## src/design/gfa_pkg.sv

```systemverilog
`timescale 1ns / 1ps
`default_nettype none
// ----------------------------------------------------------------------------
// gfa_pkg
// Shared constants for the Goldilocks field ALU (p = 2^64 - 2^32 + 1).
// ----------------------------------------------------------------------------
package gfa_pkg;

  localparam int WORD_W = 64;
  localparam int OP_W   = 2;

  localparam logic [WORD_W-1:0] PRIME = 64'hFFFF_FFFF_0000_0001;
  localparam logic [WORD_W-1:0] EPS   = 64'h0000_0000_FFFF_FFFF;
  localparam logic [WORD_W-1:0] ONE   = 64'd1;

  localparam logic [OP_W-1:0] OP_ADD  = 2'd0;
  localparam logic [OP_W-1:0] OP_MUL  = 2'd1;
  localparam logic [OP_W-1:0] OP_POW7 = 2'd2;
  localparam logic [OP_W-1:0] OP_NONE = 2'd3;

  // fold stage plus four multiplier units of four stages each
  localparam int MUL_STAGES = 4;
  localparam int MUL_UNITS  = 4;
  localparam int PIPE_DEPTH = 1 + MUL_UNITS * MUL_STAGES;

endpackage

`default_nettype wire

```

## src/design/gfa_fold.sv

```systemverilog
`timescale 1ns / 1ps
`default_nettype none
// ----------------------------------------------------------------------------
// gfa_fold
// Entry stage: registers the request and forms the modular sum, folding a
// carry out of bit 63 back in as 2^32 - 1.
// ----------------------------------------------------------------------------
module gfa_fold (
  input  wire logic                       clk,
  input  wire logic                       en,
  input  wire logic [gfa_pkg::OP_W-1:0]   op_in,
  input  wire logic [gfa_pkg::WORD_W-1:0] a_in,
  input  wire logic [gfa_pkg::WORD_W-1:0] b_in,
  output logic      [gfa_pkg::OP_W-1:0]   op,
  output logic      [gfa_pkg::WORD_W-1:0] a,
  output logic      [gfa_pkg::WORD_W-1:0] b,
  output logic      [gfa_pkg::WORD_W-1:0] sum
);

  logic [gfa_pkg::WORD_W:0]   s;
  logic [gfa_pkg::WORD_W:0]   t;
  logic [gfa_pkg::WORD_W-1:0] sum_next;

  always_comb begin
    s = {1'b0, a_in} + {1'b0, b_in};
    t = {1'b0, s[gfa_pkg::WORD_W-1:0]} + {1'b0, gfa_pkg::EPS};
    if (!s[gfa_pkg::WORD_W]) begin
      sum_next = s[gfa_pkg::WORD_W-1:0];
    end else if (t[gfa_pkg::WORD_W]) begin
      sum_next = t[gfa_pkg::WORD_W-1:0] + gfa_pkg::EPS;
    end else begin
      sum_next = t[gfa_pkg::WORD_W-1:0];
    end
  end

  always_ff @(posedge clk) begin
    if (en) begin
      op  <= op_in;
      a   <= a_in;
      b   <= b_in;
      sum <= sum_next;
    end
  end

endmodule

`default_nettype wire

```

## config.mk

```make
export PLATFORM = sky130hd
export DESIGN_NAME = gfa_fold
export DESIGN_NICKNAME = d
export VERILOG_FILES = /design/src/design/gfa_pkg.sv /design/src/design/gfa_fold.sv
export SDC_FILE = /design/constraint.sdc
export NUM_CORES = 1
export LEC_CHECK = 0
export BUFFER_PORTS_ARGS = -buffer_cell sky130_fd_sc_hd__buf_2
export CORE_ASPECT_RATIO = 1.4
export CORE_MARGIN = 5
export CORE_UTILIZATION = 34
export CTS_CLUSTER_SIZE = 24
export DETAILED_ROUTE_END_ITERATION = 10
export HOLD_SLACK_MARGIN = 0.1
export PLACE_DENSITY = 0.55
export SETUP_SLACK_MARGIN = 0.3
export SKIP_CTS_REPAIR_TIMING = 1
export SYNTH_ARGS = -nofsm -noshare
export SYNTH_HDL_FRONTEND = slang
export SYNTH_SLANG_ARGS = --single-unit
```

## constraint.sdc

```tcl
create_clock -name clk -period 7.91 [get_ports clk]
set_input_delay 1.582 -clock clk [delete_from_list [all_inputs] [get_ports clk]]
set_output_delay 1.582 -clock clk [all_outputs]
set_load 0.01 [all_outputs]
```

==> flow_metrics.tcl, run 1 <==
set metrics [dict create \
    synth_common_cells "194 x sky130_fd_sc_hd__edfxtp_1, 137 x sky130_fd_sc_hd__nand2_1, 121 x sky130_fd_sc_hd__nor2_1" \
    maxCapViolations 0 \
    synth_warnings 0 \
    grt_max_degree 93 \
    core_area_sq_um 38400 \
    area_fraction_in_compound_gates_after_synthesis 0.181 \
    crit_path_end "sum[23]$_DFFE_PP_" \
    vias 11944 \
    die_h_um 243 \
    placed_area_sq_um 15300 \
    tightestPinTransition_ns 1.18 \
    post_drt_via_cell_ratio 5.49 \
    tritoncts "done" \
    synth_top_family_by_area "simple AND/OR/NAND/NOR gates" \
    finalWirelength_um 45800 \
    count_of_unique_library_cells_instantiated_by_yosys 92 \
    layout-drive-gt1-share 0.247 \
    setup_ws_ns 1.02 \
    remaining_drc_errors 0 \
    fmax_mhz 145 \
    cts_buffers 17 \
    cp-start-kind "input port" \
    portBuffers 325 \
    synthArstFlopShare 0 \
    layout-area-overhead-vs-synth_pct 20.7 \
    cts_htree_levels 4 \
    io_pins 326 \
    gp_routability_congestion 0.936 \
    synth_fa_ha_area_frac 0.0661 \
    fin_crit_ns 6.89 \
    detail_route.wl_per_cell_um 21.1 \
    grt_pass1_vias 11968 \
    synthSimpleGateAreaFrac 0.204 \
    critical_path.slowest_cell "sky130_fd_sc_hd__or4_1" \
    synth.top_cell.area_share 0.442 \
    power.ir.vdd_worst_uv 95.7 \
    synth_cells 1333 \
    synthesis.area_per_instance_sq_um 9.88 \
    synthTopCellsByArea "sky130_fd_sc_hd__edfxtp_1 44%, sky130_fd_sc_hd__ha_1 6.5%, sky130_fd_sc_hd__a21oi_1 4.4%" \
    synth_flop_cell "sky130_fd_sc_hd__edfxtp_1" \
    synth.most_common_cell "sky130_fd_sc_hd__edfxtp_1" \
    cellPowerDensity_nw_per_um2 202 \
    final.setup.tns_ns 0 \
    p_leak_nw 6.01 \
    critPathTopFamily "simple AND/OR/NAND/NOR gates" \
    yosys_register_bits 194 \
    syn-cell-area_sq_um 13200 \
    die_w_um 176 \
    wire_length_of_the_first_global_routing_pass_um 69200 \
    worst_path_largest_cell_delay_ns 0.80 \
    clock_sink_count 194 \
    timing.critical_path.fanout_max 11 \
    outcome "finished clean" \
    track_usage 0.209 \
    die_area_sq_um 42800 \
    final_cycle_utilization_of_the_critical_path 0.872 \
    muxShareOfSynthArea 0.00950 \
    path_depth 17 \
    grt_antenna_before_repair 1 \
    yosys.area_share.xor_xnor 0.0732 \
    startpoint "a_in[0]" \
    crit_required_ns 8.09 \
    timing_max_transition_violations_final 0 \
    detailedRoute.firstPassIterationCount 5 \
    cts_buffer_depth 2 \
    cp.buffers_inverters 2 \
    setup_violations 0 \
    ctsRootBufferMaster "sky130_fd_sc_hd__clkbuf_16" \
    synth_sequential_area_ratio 0.442 \
    timing.critical_path.cells "buf_2, ha_1, inv_1, fa_1, nand2b_1, a21boi_2, o211ai_1, a311oi_1, nor3_1, xnor2_1, or3b_1, or2_1, or4_4, or4_1, or4_1, a211o_1, xnor2_1" \
    worst_slew_margin_rel 0.204 \
    critical_path_class "in2reg" \
    placement.setup.worst_slack_ns 0.655 \
    holdCritPathClass "in2reg" \
    timing.critical_path.arrival_ns 7.07 \
    ant_nets 0 \
    fp-row-count 85 \
    synth_enable_flop_cells 194 \
    fin_area_sq_um 15900 \
    unrepaired_setup_endpoints_after_global_routing "no" \
    mappedNetlistNets 1534 \
    globalRoute.totalOverflow 0 \
    first_iter_violations 779 \
    final_hold_fails 0 \
    clock_slew_seen_by_the_registers_of_the_worst_setup_and_hold_paths_ns 0.07 \
    synth_area_leader_cell "sky130_fd_sc_hd__edfxtp_1" \
    dpl.hpwl_um 37500 \
    start_util 0.343 \
    critical_path.endpoint_type "flip-flop" \
    holdPathStages 1 \
    nets 1840 \
]
layer usage:
metal | up-vias | track usage | wire [um]
li1 | 5745 | - | -
met1 | 5673 | 0.220 | 16500
met2 | 435 | 0.406 | 25200
met3 | 91 | 0.0324 | 2440
met4 | 0 | 0.0858 | 1720
met5 | - | 0 | 0
how the worst min path moves through the flow:
| stage | startpoint | slack (ns) | end |
|---|---|---|---|
| after CTS | op_in[0] | 1.26 | op[0]$_DFFE_PP_ |
| after global routing | op_in[0] | 1.28 | op[0]$_DFFE_PP_ |
| after floorplan | a_in[0] | 1.68 | a[0]$_DFFE_PP_ |
| after global placement | op_in[0] | 1.76 | op[0]$_DFFE_PP_ |
| after detailed placement | op_in[0] | 1.77 | op[0]$_DFFE_PP_ |
| final | op_in[0] | 1.30 | op[0]$_DFFE_PP_ |
where the power goes:
group          switching (mW)  internal, mW  total [mW]
Combinational           0.671         0.352        1.02
Clock                   0.419         0.470       0.889
Sequential             0.0285          1.27        1.30
cells by family (layout without fill, tap and decap cells):
logic type / count (synthesis) / count (layout)
adder cells (fa/ha/maj): 69 / 69
buffers and inverters: 66 / 385
other: 0 / 1
flip-flops: 194 / 194
AO/OA/AOI/OAI: 366 / 366
AND/OR/NAND/NOR: 516 / 516
multiplexers: 12 / 12
XOR/XNOR: 110 / 110
layout make-up:
class,count,area [sq um]
fill,3873,22500
sequential,194,5830
clock buffer,18,429
multi-input combinational,1073,7040
tap,522,653
antenna,1,2.50
inverter,15,56.3
timing repair buffer,338,1730
clock inverter,14,154
per-stage QoR:
stage | std cells | utilization | total power, mW | hold slack, ns
6_report | 2175 | 0.414 | 3.21 | 1.30
2_1_floorplan | 1333 | - | 1.94 | 1.68
4_1_cts | 2174 | 0.414 | 3.24 | 1.26
3_3_place_gp | 2142 | 0.399 | 2.35 | 1.76
5_1_grt | 2175 | 0.414 | 3.37 | 1.28
3_5_place_dp | 2142 | 0.399 | 2.35 | 1.77
sequential cells by signal (all words and copies together), names as in the netlist:
name and flops:
sum 64, b 64, op 2, a 64
placed cells by master (no fill, tap or decap), types with 7 or more instances in the layout:
cell type                   Yosys  routed
sky130_fd_sc_hd__or2_2          8       8
sky130_fd_sc_hd__or4_1          7       7
sky130_fd_sc_hd__a21o_1        18      18
sky130_fd_sc_hd__inv_1         15      15
sky130_fd_sc_hd__clkbuf_16      0      17
sky130_fd_sc_hd__and2_1        12      12
sky130_fd_sc_hd__nand2b_1       9       9
sky130_fd_sc_hd__o31ai_1       10      10
sky130_fd_sc_hd__or3_1         10      10
sky130_fd_sc_hd__a211oi_1      15      15
sky130_fd_sc_hd__buf_4          5      13
sky130_fd_sc_hd__o21bai_1       8       8
sky130_fd_sc_hd__mux2i_1        8       8
sky130_fd_sc_hd__a21oi_1      117     116
sky130_fd_sc_hd__xnor2_1       63      63
sky130_fd_sc_hd__nor2_1       121     121
sky130_fd_sc_hd__xor2_1        47      47
sky130_fd_sc_hd__nand3_1       45      45
sky130_fd_sc_hd__o21ai_1       13      13
sky130_fd_sc_hd__o21ai_0       65      65
sky130_fd_sc_hd__nand2_1      137     137
sky130_fd_sc_hd__and4_1        11      11
sky130_fd_sc_hd__buf_2         26     324
sky130_fd_sc_hd__o211ai_1      12      12
sky130_fd_sc_hd__ha_1          68      68
sky130_fd_sc_hd__a31oi_1       10      10
sky130_fd_sc_hd__and3_1        13      13
sky130_fd_sc_hd__nor4_1        12      12
sky130_fd_sc_hd__o21a_1        12      12
sky130_fd_sc_hd__nor3_1        36      36
sky130_fd_sc_hd__edfxtp_1     194     194
sky130_fd_sc_hd__nand4_1       47      47
Power figures use the tool's default switching activity.
==> run 2: changes to the inputs <==
==> constraint.sdc (replaced) <==
create_clock -name clk -period 8.6 [get_ports clk]
set_input_delay 1.72 -clock clk [delete_from_list [all_inputs] [get_ports clk]]
set_output_delay 1.72 -clock clk [all_outputs]
set_load 0.01 [all_outputs]
==> run 2 against run 1 <==
Count of clock-buffer cells in the layout decreased by 1. Wire length about the same. Utilization down 0.094 points. Via count increased by 0.83%. Sequential power decreased by 8%. Total power decreased by 7.8%. Final area decreased by 0.23%. Clock power fell by 6.9%. Critical path depth did not move. Worst hold slack improved by 0.14 ns. Non-clock buffer count decreased by 5. Critical endpoint is now sum[30]$_DFFE_PP_.
==> flow_metrics.tcl, run 2 (synthesis gave the netlist of run 1 again) <==
set metrics [dict create \
    outcome "finished clean" \
    post_drt_via_cell_ratio 5.56 \
    topRoutingLayerUsed "met4" \
    holdCritPathClass "in2reg" \
    vias 12043 \
    ctsRootBufferMaster "sky130_fd_sc_hd__clkbuf_16" \
    biggestRegsByFlops "a: 64 flops, b: 64 flops, sum: 64 flops" \
    hold_ws_ns 1.44 \
    fin_crit_ns 7.10 \
    gp_routability_congestion 0.935 \
    post-place-cells 2137 \
    die_area_sq_um 42800 \
    nets 1835 \
    fin_area_sq_um 15900 \
    portBuffers 325 \
    final.setup.tns_ns 0 \
    finish.cell_count_without_fillers 2167 \
    cp-start-kind "input port" \
    p_leak_nw 6.00 \
    core_area_sq_um 38400 \
    placement.setup.worst_slack_ns 1.11 \
    placed_area_sq_um 15300 \
    layout-area-overhead-vs-synth_pct 20.4 \
    maxCapViolations 0 \
    grt_antenna_before_repair 0 \
    critical_path.slowest_cell "sky130_fd_sc_hd__nor4_2" \
    critical_path_class "in2reg" \
    worst_path_largest_cell_delay_ns 1.09 \
    timing.critical_path.cells "buf_2, ha_1, inv_1, fa_1, nand2b_1, a21boi_2, o211ai_1, a311oi_1, nor3_1, xnor2_1, or3b_1, or2_1, or4_4, nor4_2, nand4b_1, a2111oi_2, xor2_1" \
    final_cycle_utilization_of_the_critical_path 0.826 \
    die_w_um 176 \
    first_iter_violations 732 \
    critical_path.endpoint_type "flip-flop" \
    wl_met1_um 16900 \
    most-common-layout-cells "324 x sky130_fd_sc_hd__buf_2, 194 x sky130_fd_sc_hd__edfxtp_1, 137 x sky130_fd_sc_hd__nand2_1" \
    globalRoute.totalOverflow 0 \
    die_h_um 243 \
    clock_sink_count 194 \
    final_util 0.413 \
    fp-row-count 85 \
    power_mw 2.96 \
    setup_ws_ns 1.50 \
    unrepaired_setup_endpoints_after_global_routing "no" \
    detail_route.wl_per_cell_um 21.1 \
    tightestPinTransition_ns 1.28 \
    io_pins 326 \
    met2_wirelength_um 25000 \
    timing_max_transition_violations_final 0 \
    cts_htree_levels 4 \
    layout.cells.most_common "sky130_fd_sc_hd__buf_2" \
    num_antenna_cells 0 \
    wire_length_of_the_first_global_routing_pass_um 68800 \
    grt_max_degree 79 \
    holdPathStages 1 \
    crit_required_ns 8.80 \
    hold_worst_path_end "op[0]$_DFFE_PP_" \
    finalWirelength_um 45800 \
    track_usage 0.207 \
    timing.critical_path.arrival_ns 7.31 \
    clock_slew_seen_by_the_registers_of_the_worst_setup_and_hold_paths_ns 0.08 \
    start_util 0.343 \
    wl_met3_um 2030 \
    timing.critical_path.fanout_max 14 \
    ant_nets 0 \
    cellPowerDensity_nw_per_um2 187 \
    final_hold_fails 0 \
    worstHoldStart "op_in[0]" \
    cts_buffers 17 \
    setup_violations 0 \
    remaining_drc_errors 0 \
    detailedRoute.firstPassIterationCount 6 \
    layout-drive-gt1-share 0.244 \
    grt_pass1_vias 11981 \
    dpl.hpwl_um 37500 \
    cts_buffer_depth 2 \
    fmax_mhz 141 \
    tritoncts "done" \
    worst_slew_margin_rel 0.140 \
    power.ir.vdd_worst_uv 81.3 \
]
-- run 2: cell count changes in the layout (fill, tap and decap cells not counted), sizes merged --
cell,change
clkbuf,-1
buf,-5
diode,-1
clkinv,+1
inv,-2
clkinvlp,-1
bufinv,+1
-- run 2: report_power, final --
group / total (mW) / switching, mW / internal (mW)
clock network: 0.828 / 0.373 / 0.455
logic: 0.939 / 0.618 / 0.321
registers: 1.19 / 0.0255 / 1.17
-- run 2: worst max-delay path by stage --
stage | start | end | slack [ns] | cells after the start
after floorplan | a_in[0] | sum[23]$_DFFE_PP_ | 2.31 | 16
after global placement | a_in[3] | sum[30]$_DFFE_PP_ | 1.26 | 15
after detailed placement | a_in[0] | sum[30]$_DFFE_PP_ | 1.11 | 17
after CTS | a_in[0] | sum[30]$_DFFE_PP_ | 1.60 | 17
after global routing | a_in[15] | sum[30]$_DFFE_PP_ | 1.16 | 15
final | a_in[0] | sum[30]$_DFFE_PP_ | 1.50 | 17
-- run 2: area by class of cell --
cell class | count | area, sq um
Timing Repair Buffer | 333 | 1690
Clock buffer | 17 | 425
Tap cell | 522 | 653
Fill cell | 3867 | 22500
Multi-Input combinational cell | 1073 | 7040
Inverter | 15 | 56.3
Clock inverter | 13 | 161
Sequential cell | 194 | 5830
-- run 2: critical path: cells and delay by family --
kind                     cells  cell delay (ns)
buffers and inverters        2             0.15
AND/OR/NAND/NOR              7             3.04
XOR/XNOR                     2             0.46
AO/OA/AOI/OAI                4             1.35
adder cells (fa/ha/maj)      2             0.57
-- run 2: metal layers --
metal  up-vias  track usage
met1      5745        0.219
met3       103       0.0288
met4         0       0.0879
met5         -            0
li1       5741            -
met2       454        0.403
